<file path="src/rtl/svm_pkg.sv">
// Shared types and constants for the stereo voice mixer.
// No dependencies; every other file refers to it by scoped names.
`timescale 1ns / 1ps

package svm_pkg;

    // fixed slot count of the port list and sample format
    localparam int SLOT_COUNT = 4;
    localparam int SLOT_IDX_W = 2;
    localparam int SAMPLE_W   = 16;

    localparam logic signed [SAMPLE_W-1:0] SAMPLE_MAX = 16'sh7FFF;
    localparam logic signed [SAMPLE_W-1:0] SAMPLE_MIN = 16'sh8000;

    // request function codes
    typedef enum logic
    {
        FUNC_PLAY = 1'b0,
        FUNC_MIX  = 1'b1
    } svm_func_t;

    // what one lane hands to the merge stage
    typedef struct packed
    {
        logic signed [SAMPLE_W-1:0] left;
        logic signed [SAMPLE_W-1:0] right;
    } svm_contrib_t;

    // one request between the lane stage and the merge stage
    typedef struct packed
    {
        svm_contrib_t [SLOT_COUNT-1:0] lanes;
        logic [SLOT_IDX_W-1:0]         granted;
        logic                          dropped;
        logic [SLOT_COUNT-1:0]         flags;
    } svm_stage_t;

endpackage

</file>
<file path="src/rtl/stereo_voice_mixer_with_slots.sv">
// Top level of the stereo voice mixer: slot state, claim logic, lanes, pipeline control.
// Depends on svm_pkg, svm_lane and svm_merge.
`timescale 1ns / 1ps

// Takes a play or mix request per clock cycle while req_stall is low and returns
// one result per request through the lane and result registers. The rate is set
// by the slot flag register, which is read and rewritten in the same cycle a
// request is taken; one lane per slot gates its samples and a merge stage clips
// the slot-ordered sums before the result register. A lane register and the result
// register keep requests flowing while a result waits on the output. NUM_SLOTS
// (1 to 4) sets how many slots are in use; the unused slots never play and read zero.
module stereo_voice_mixer_with_slots
#(
    parameter int NUM_SLOTS = 4
)
(
    input  logic                                clk,
    input  logic                                rst_n,
    input  logic                                req_valid,
    output logic                                req_stall,
    input  logic [0:0]                          func,
    input  logic [3:0]                          finished_mask,
    input  logic signed [svm_pkg::SAMPLE_W-1:0] left0,
    input  logic signed [svm_pkg::SAMPLE_W-1:0] right0,
    input  logic signed [svm_pkg::SAMPLE_W-1:0] left1,
    input  logic signed [svm_pkg::SAMPLE_W-1:0] right1,
    input  logic signed [svm_pkg::SAMPLE_W-1:0] left2,
    input  logic signed [svm_pkg::SAMPLE_W-1:0] right2,
    input  logic signed [svm_pkg::SAMPLE_W-1:0] left3,
    input  logic signed [svm_pkg::SAMPLE_W-1:0] right3,
    output logic                                rsp_valid,
    input  logic                                rsp_stall,
    output logic signed [svm_pkg::SAMPLE_W-1:0] mix_left,
    output logic signed [svm_pkg::SAMPLE_W-1:0] mix_right,
    output logic [svm_pkg::SLOT_IDX_W-1:0]      granted_slot,
    output logic                                play_dropped,
    output logic [3:0]                          active_flags
);

    localparam int LANES = svm_pkg::SLOT_COUNT;

    svm_pkg::svm_func_t                  func_code;
    logic signed [svm_pkg::SAMPLE_W-1:0] left_in  [LANES];
    logic signed [svm_pkg::SAMPLE_W-1:0] right_in [LANES];

    logic [LANES-1:0]                    active_reg;
    logic [LANES-1:0]                    active_next;
    logic [LANES-1:0]                    lane_next;
    logic [LANES-1:0]                    claim;
    logic [svm_pkg::SLOT_IDX_W-1:0]      grant_idx;
    logic                                grant_found;
    svm_pkg::svm_contrib_t [LANES-1:0]   contrib;

    svm_pkg::svm_stage_t                 stage_next;
    svm_pkg::svm_stage_t                 stage_reg;
    logic                                stage_valid_reg;
    logic                                rsp_valid_reg;
    logic                                adv_out;
    logic                                adv_stage;
    logic                                accept;

    assign func_code = svm_pkg::svm_func_t'(func);

    assign left_in[0]  = left0;
    assign left_in[1]  = left1;
    assign left_in[2]  = left2;
    assign left_in[3]  = left3;
    assign right_in[0] = right0;
    assign right_in[1] = right1;
    assign right_in[2] = right2;
    assign right_in[3] = right3;

    // pipeline control: each register moves when the one after it frees up
    assign adv_out   = !rsp_valid_reg || !rsp_stall;
    assign adv_stage = !stage_valid_reg || adv_out;
    assign req_stall = !adv_stage;
    assign accept    = req_valid && adv_stage;

    // lowest free slot among those in use
    always_comb
    begin
        claim       = '0;
        grant_idx   = '0;
        grant_found = 1'b0;
        for (int i = 0; i < LANES; i++)
        begin
            if (i < NUM_SLOTS && !grant_found && !active_reg[i])
            begin
                claim[i]    = 1'b1;
                grant_idx   = svm_pkg::SLOT_IDX_W'(i);
                grant_found = 1'b1;
            end
        end
    end

    // one lane per slot in use, unused slots stay inactive
    for (genvar g = 0; g < LANES; g++)
    begin : g_lane
        if (g < NUM_SLOTS)
        begin : g_used
            svm_lane u_lane
            (
                .func        (func_code),
                .active      (active_reg[g]),
                .finished    (finished_mask[g]),
                .claim       (claim[g]),
                .left        (left_in[g]),
                .right       (right_in[g]),
                .active_next (lane_next[g]),
                .contrib     (contrib[g])
            );
        end
        else
        begin : g_unused
            assign lane_next[g] = 1'b0;
            assign contrib[g]   = '0;
        end
    end

    assign active_next = lane_next;

    // fields carried to the merge stage
    always_comb
    begin
        stage_next.lanes = contrib;
        stage_next.flags = active_next;
        if (func_code == svm_pkg::FUNC_PLAY)
        begin
            stage_next.granted = grant_found ? grant_idx : '0;
            stage_next.dropped = !grant_found;
        end
        else
        begin
            stage_next.granted = '0;
            stage_next.dropped = 1'b0;
        end
    end

    // slot flags and valid bits
    always_ff @(posedge clk or negedge rst_n)
    begin
        if (!rst_n)
        begin
            active_reg      <= '0;
            stage_valid_reg <= 1'b0;
            rsp_valid_reg   <= 1'b0;
        end
        else
        begin
            if (accept)
            begin
                active_reg <= active_next;
            end
            if (adv_stage)
            begin
                stage_valid_reg <= req_valid;
            end
            if (adv_out)
            begin
                rsp_valid_reg <= stage_valid_reg;
            end
        end
    end

    // lane stage register
    always_ff @(posedge clk)
    begin
        if (accept)
        begin
            stage_reg <= stage_next;
        end
    end

    svm_merge u_merge
    (
        .clk          (clk),
        .load         (adv_out && stage_valid_reg),
        .stage        (stage_reg),
        .mix_left     (mix_left),
        .mix_right    (mix_right),
        .granted_slot (granted_slot),
        .play_dropped (play_dropped),
        .active_flags (active_flags)
    );

    assign rsp_valid = rsp_valid_reg;

endmodule

</file>
<file path="src/rtl/svm_lane.sv">
// One voice slot lane: next active flag and gated stereo contribution.
// Depends on svm_pkg.
`timescale 1ns / 1ps

module svm_lane
(
    input  svm_pkg::svm_func_t                func,
    input  logic                              active,
    input  logic                              finished,
    input  logic                              claim,
    input  logic signed [svm_pkg::SAMPLE_W-1:0] left,
    input  logic signed [svm_pkg::SAMPLE_W-1:0] right,
    output logic                              active_next,
    output svm_pkg::svm_contrib_t             contrib
);

    logic mixing;

    // slot adds in only when active, not finished, on a mix request
    assign mixing = (func == svm_pkg::FUNC_MIX) && active && !finished;

    // play sets the claimed flag, mix clears finished slots
    always_comb
    begin
        if (func == svm_pkg::FUNC_PLAY)
        begin
            active_next = active | claim;
        end
        else
        begin
            active_next = active & ~finished;
        end
    end

    // zero contributes nothing to a saturating sum already in range
    assign contrib.left  = mixing ? left  : '0;
    assign contrib.right = mixing ? right : '0;

endmodule

</file>
<file path="src/rtl/svm_merge.sv">
// Merge stage: saturating sum of lane contributions in slot order, output register.
// Depends on svm_pkg.
`timescale 1ns / 1ps

module svm_merge
(
    input  logic                                clk,
    input  logic                                load,
    input  svm_pkg::svm_stage_t                 stage,
    output logic signed [svm_pkg::SAMPLE_W-1:0] mix_left,
    output logic signed [svm_pkg::SAMPLE_W-1:0] mix_right,
    output logic [svm_pkg::SLOT_IDX_W-1:0]      granted_slot,
    output logic                                play_dropped,
    output logic [svm_pkg::SLOT_COUNT-1:0]      active_flags
);

    logic signed [svm_pkg::SAMPLE_W-1:0] sum_left;
    logic signed [svm_pkg::SAMPLE_W-1:0] sum_right;

    logic signed [svm_pkg::SAMPLE_W-1:0] mix_left_reg;
    logic signed [svm_pkg::SAMPLE_W-1:0] mix_right_reg;
    logic [svm_pkg::SLOT_IDX_W-1:0]      granted_reg;
    logic                                dropped_reg;
    logic [svm_pkg::SLOT_COUNT-1:0]      flags_reg;

    // add with clipping to the 16-bit range
    function automatic logic signed [svm_pkg::SAMPLE_W-1:0] sat_add
    (
        input logic signed [svm_pkg::SAMPLE_W-1:0] acc,
        input logic signed [svm_pkg::SAMPLE_W-1:0] s
    );
        logic signed [svm_pkg::SAMPLE_W:0] wide;
        logic signed [svm_pkg::SAMPLE_W-1:0] res;
        wide = {acc[svm_pkg::SAMPLE_W-1], acc} + {s[svm_pkg::SAMPLE_W-1], s};
        if (wide[svm_pkg::SAMPLE_W] != wide[svm_pkg::SAMPLE_W-1])
        begin
            res = wide[svm_pkg::SAMPLE_W] ? svm_pkg::SAMPLE_MIN : svm_pkg::SAMPLE_MAX;
        end
        else
        begin
            res = wide[svm_pkg::SAMPLE_W-1:0];
        end
        return res;
    endfunction

    // slot-ordered chain, later slots add to the clipped value
    always_comb
    begin
        sum_left  = '0;
        sum_right = '0;
        for (int i = 0; i < svm_pkg::SLOT_COUNT; i++)
        begin
            sum_left  = sat_add(sum_left,  stage.lanes[i].left);
            sum_right = sat_add(sum_right, stage.lanes[i].right);
        end
    end

    // result register
    always_ff @(posedge clk)
    begin
        if (load)
        begin
            mix_left_reg  <= sum_left;
            mix_right_reg <= sum_right;
            granted_reg   <= stage.granted;
            dropped_reg   <= stage.dropped;
            flags_reg     <= stage.flags;
        end
    end

    assign mix_left     = mix_left_reg;
    assign mix_right    = mix_right_reg;
    assign granted_slot = granted_reg;
    assign play_dropped = dropped_reg;
    assign active_flags = flags_reg;

endmodule

</file>
<file path="config.mk">
export PLATFORM = sky130hd
export DESIGN_NAME = stereo_voice_mixer_with_slots
export DESIGN_NICKNAME = d
export VERILOG_FILES = /design/src/rtl/svm_pkg.sv /design/src/rtl/stereo_voice_mixer_with_slots.sv /design/src/rtl/svm_lane.sv /design/src/rtl/svm_merge.sv
export SDC_FILE = /design/constraint.sdc
export NUM_CORES = 1
export LEC_CHECK = 0
export BUFFER_PORTS_ARGS = -buffer_cell sky130_fd_sc_hd__buf_2
export CORE_ASPECT_RATIO = 0.7
export CORE_MARGIN = 8
export CORE_UTILIZATION = 42
export CTS_BUF_LIST = sky130_fd_sc_hd__clkbuf_2 sky130_fd_sc_hd__clkbuf_4 sky130_fd_sc_hd__clkbuf_8
export CTS_CLUSTER_SIZE = 20
export DETAILED_ROUTE_END_ITERATION = 10
export PLACE_DENSITY = 0.61
export REMOVE_ABC_BUFFERS = 1
export SLEW_MARGIN = 20
export SYNTH_ARGS = -nofsm -noshare
export SYNTH_HDL_FRONTEND = slang
export SYNTH_SLANG_ARGS = --single-unit
</file>
<file path="constraint.sdc">
create_clock -name clk -period 9.7 [get_ports clk]
set_clock_uncertainty 0.15 [all_clocks]
set_input_delay 0.97 -clock clk [delete_from_list [all_inputs] [get_ports clk]]
set_output_delay 0.97 -clock clk [all_outputs]
set_load 0.02 [all_outputs]
</file>
==> metrics.txt <==
outcome completed; Core Util, Final 0.4907; Clock Sinks 180; Synth async-reset ratio 0.03333; CP arrival between 8 and 9 ns; Final Max Slew Viols 0; die extent in x 218.1 um; Filler Cell Count 2640; depth of the CTS H-tree 4; register area 5375 um^2; #FFs+latches synth 180; largest net degree at the start of global routing 75; critical path class reg2reg; Post-CTS Hold Fix Bufs 0; DRT Pass-1 Iters 5; Primary FF master, synth edfxtp_1; CTS buffer count 17; Period Utilization, post-route 0.8703; crit path launch type flip-flop; first-pass GRT wire length 45150 um; post_cts resized 0; vias 8868; setup TNS 0 ns; Yosys warning total 0; WHS between 0.1 and 0.15 ns; post-DR vias/cell 5.288; Worst-path clk slew 0.10 ns; footprint of the multi-input gates 6367 um^2; Mean Syn Cell Area around 11 um^2; max FFs per register 135; Final GP Congestion 0.8571; Initial Utilization 0.4295; Synth cell types 80; leakage power approximately 5.8 nW; worst reg2reg setup slack around 1.3 ns; DRC violation count after routing 0; post-synthesis sequential area ratio 0.4478; root buffer cell clkbuf_8; Gate Count Post-Synth roughly 1100; maximum VDD drop 0.1212 mV; number of synthesized flops with an enable pin 174; buffer depth of the longest clock path 2; top-area cell type share of the netlist area 0.4353; Critical Path Fanout Max 20; Die H 157.4 um; Post-CTS Setup Inserts 0; Worst path max stage delay 0.65 ns; area grow syn2layout 14.26%; share of layout cells above drive strength 1 0.1983; Post-Synthesis Cell Area 12000 um^2; grt ovf 0; Synth area leader edfxtp_1; worst hold path type in2async; # IOs 178; Detailed Place HPWL 21700 um; Post-Route WL approximately 28000 um; Hold Fails Final Rpt 0; crit path from stage_reg[23]$_SDFFCE_PN0P_; vias in the first global route around 8800; Die Area 34330 um^2; Wirelength per Cell ~17 um; FMAX approximately 0.12 GHz; Port Buffer Count 177; Final ANT Viol Nets 0; top cells by area, synth edfxtp_1 (44%), ha_1 (10%), and2_1 (7.0%); worst skew pair latency approximately 0.49 ns; Placeable Area 27950 um^2; reg2reg start stage_reg[23]$_SDFFCE_PN0P_; crit path capture type flip-flop; Slew @ Worst Pin 0.9508 ns; Setup-failing EPs final 0; CTS tree done; Overall Global Routing Usage 0.1650; # rows 51; Max Cap Viol 0; antenna violations before repair 2; worst r2r dst u_merge.mix_left[10]$_DFFE_PP_; diodes inserted 0; Slowest-stage cell, CP o311a_1; WP data required between 9 and 10 ns; Slew Limit Headroom 0.3661; FF-to-FF path depth 28; RSZ-0062 raised after global routing no; DR iter-0 viols roughly 500; # nets final 1534; Pwr Density around 280 nW/um^2; Final min period 8.442 ns
==> final cells by class <==
cell class / count / area share
clock buffers: 18 / 0.01761
clock inverters: 14 / 0.01423
inverters: 37 / 0.01031
multi-input cells: 874 / 0.4642
flip-flops and latches: 180 / 0.3919
well taps: 371 / 0.03384
repair buffers: 183 / 0.06787
==> through the flow <==
| stage | instance area (um^2) | setup slack (ns) | total power [W] | std cells |
|---|---|---|---|---|
| 3_3_place_gp | 13270 | 1.593 | 0.003238 | 1645 |
| 3_5_place_dp | 13270 | 1.379 | 0.003249 | 1645 |
| 2_1_floorplan | 11860 | 2.587 | 0.002750 | 1091 |
| 4_1_cts | 13710 | 1.348 | 0.003849 | 1677 |
| 6_report | 13720 | 1.258 | 0.003815 | 1677 |
| 5_1_grt | 13720 | 0.4702 | 0.004112 | 1677 |
==> cells by family (layout without fill, tap and decap cells) <==
family | count (synthesis) | count (layout) | synth area share
AO/OA/AOI/OAI | 350 | 350 | 0.1975
AND/OR/NAND/NOR | 323 | 323 | 0.1426
flip-flops | 180 | 180 | 0.4478
adder cells (fa/ha/maj) | 121 | 121 | 0.1263
XOR/XNOR | 72 | 72 | 0.05410
buffers and inverters | 67 | 252 | 0.02397
multiplexers | 8 | 8 | 0.007712
==> worst max path at each step <==
| stage | end | slack (ns) | depth (start not counted) |
|---|---|---|---|
| 2_1_floorplan | u_merge.mix_left[10]$_DFFE_PP_ | 2.59 | 27 |
| 3_3_place_gp | u_merge.mix_left[10]$_DFFE_PP_ | 1.59 | 27 |
| 3_5_place_dp | u_merge.mix_left[10]$_DFFE_PP_ | 1.38 | 27 |
| 4_1_cts | u_merge.mix_left[10]$_DFFE_PP_ | 1.35 | 28 |
| 5_1_grt | u_merge.mix_left[10]$_DFFE_PP_ | 0.47 | 28 |
| 6_report | u_merge.mix_left[10]$_DFFE_PP_ | 1.26 | 28 |
==> synthesized netlist by cell type (17+ instances only) <==
master    instances
edfxtp_1        174
and2_1          135
ha_1             98
a21oi_1          94
nor2_1           64
a21o_1           61
o21ai_0          58
nand2_1          56
xnor2_1          46
inv_1            35
xor2_1           25
nand3_1          18
clkbuf_1         17
maj3_1           17
==> metal layers <==
layer | up-vias | wire, um | GRT usage
met5 | - | 23 | 0
met4 | 4 | 275 | 0.04020
met3 | 24 | 1332 | 0.04468
met2 | 152 | 13350 | 0.2685
met1 | 4185 | 13310 | 0.2159
li1 | 4503 | - | -
==> worst max-delay path, delay by kind of cell, from the launching register on <==
family | cells | cell delay (ns)
and+or+nand+nor | 5 | 1.16
AOI/OAI and AO/OA | 17 | 4.46
buffers and inverters | 1 | 0.44
DFF | 1 | 0.38
adders and majority gates | 4 | 1.41
xor gates and xnor gates | 1 | 0.17
==> power breakdown <==
part,switching (W),internal [W],total [W]
Clock,0.000294,0.000287,0.000581
Combinational,0.00124,0.000874,0.00212
Sequential,0.0000440,0.00107,0.00112
==> layout by cell type (no fill, tap or decap), drive strengths merged, types with 4 or more instances in the layout <==
cell	n
nand2	58
o41ai	4
a211oi	14
o21a	14
xnor2	47
nor2	66
inv	41
nand2b	9
a21oi	98
o21bai	15
maj3	17
o211ai	9
a31oi	14
buf	183
nand3	18
nor3	8
ha	98
fa	6
and2	135
nor2b	7
and3	7
mux2	4
o31ai	7
a211o	4
o21ai	72
xor2	25
mux2i	4
dfrtp	6
edfxtp	174
a221oi	6
clkinv	5
a21o	61
bufinv	4
clkbuf	18
No activity file was read; power rests on OpenSTA's default activity.
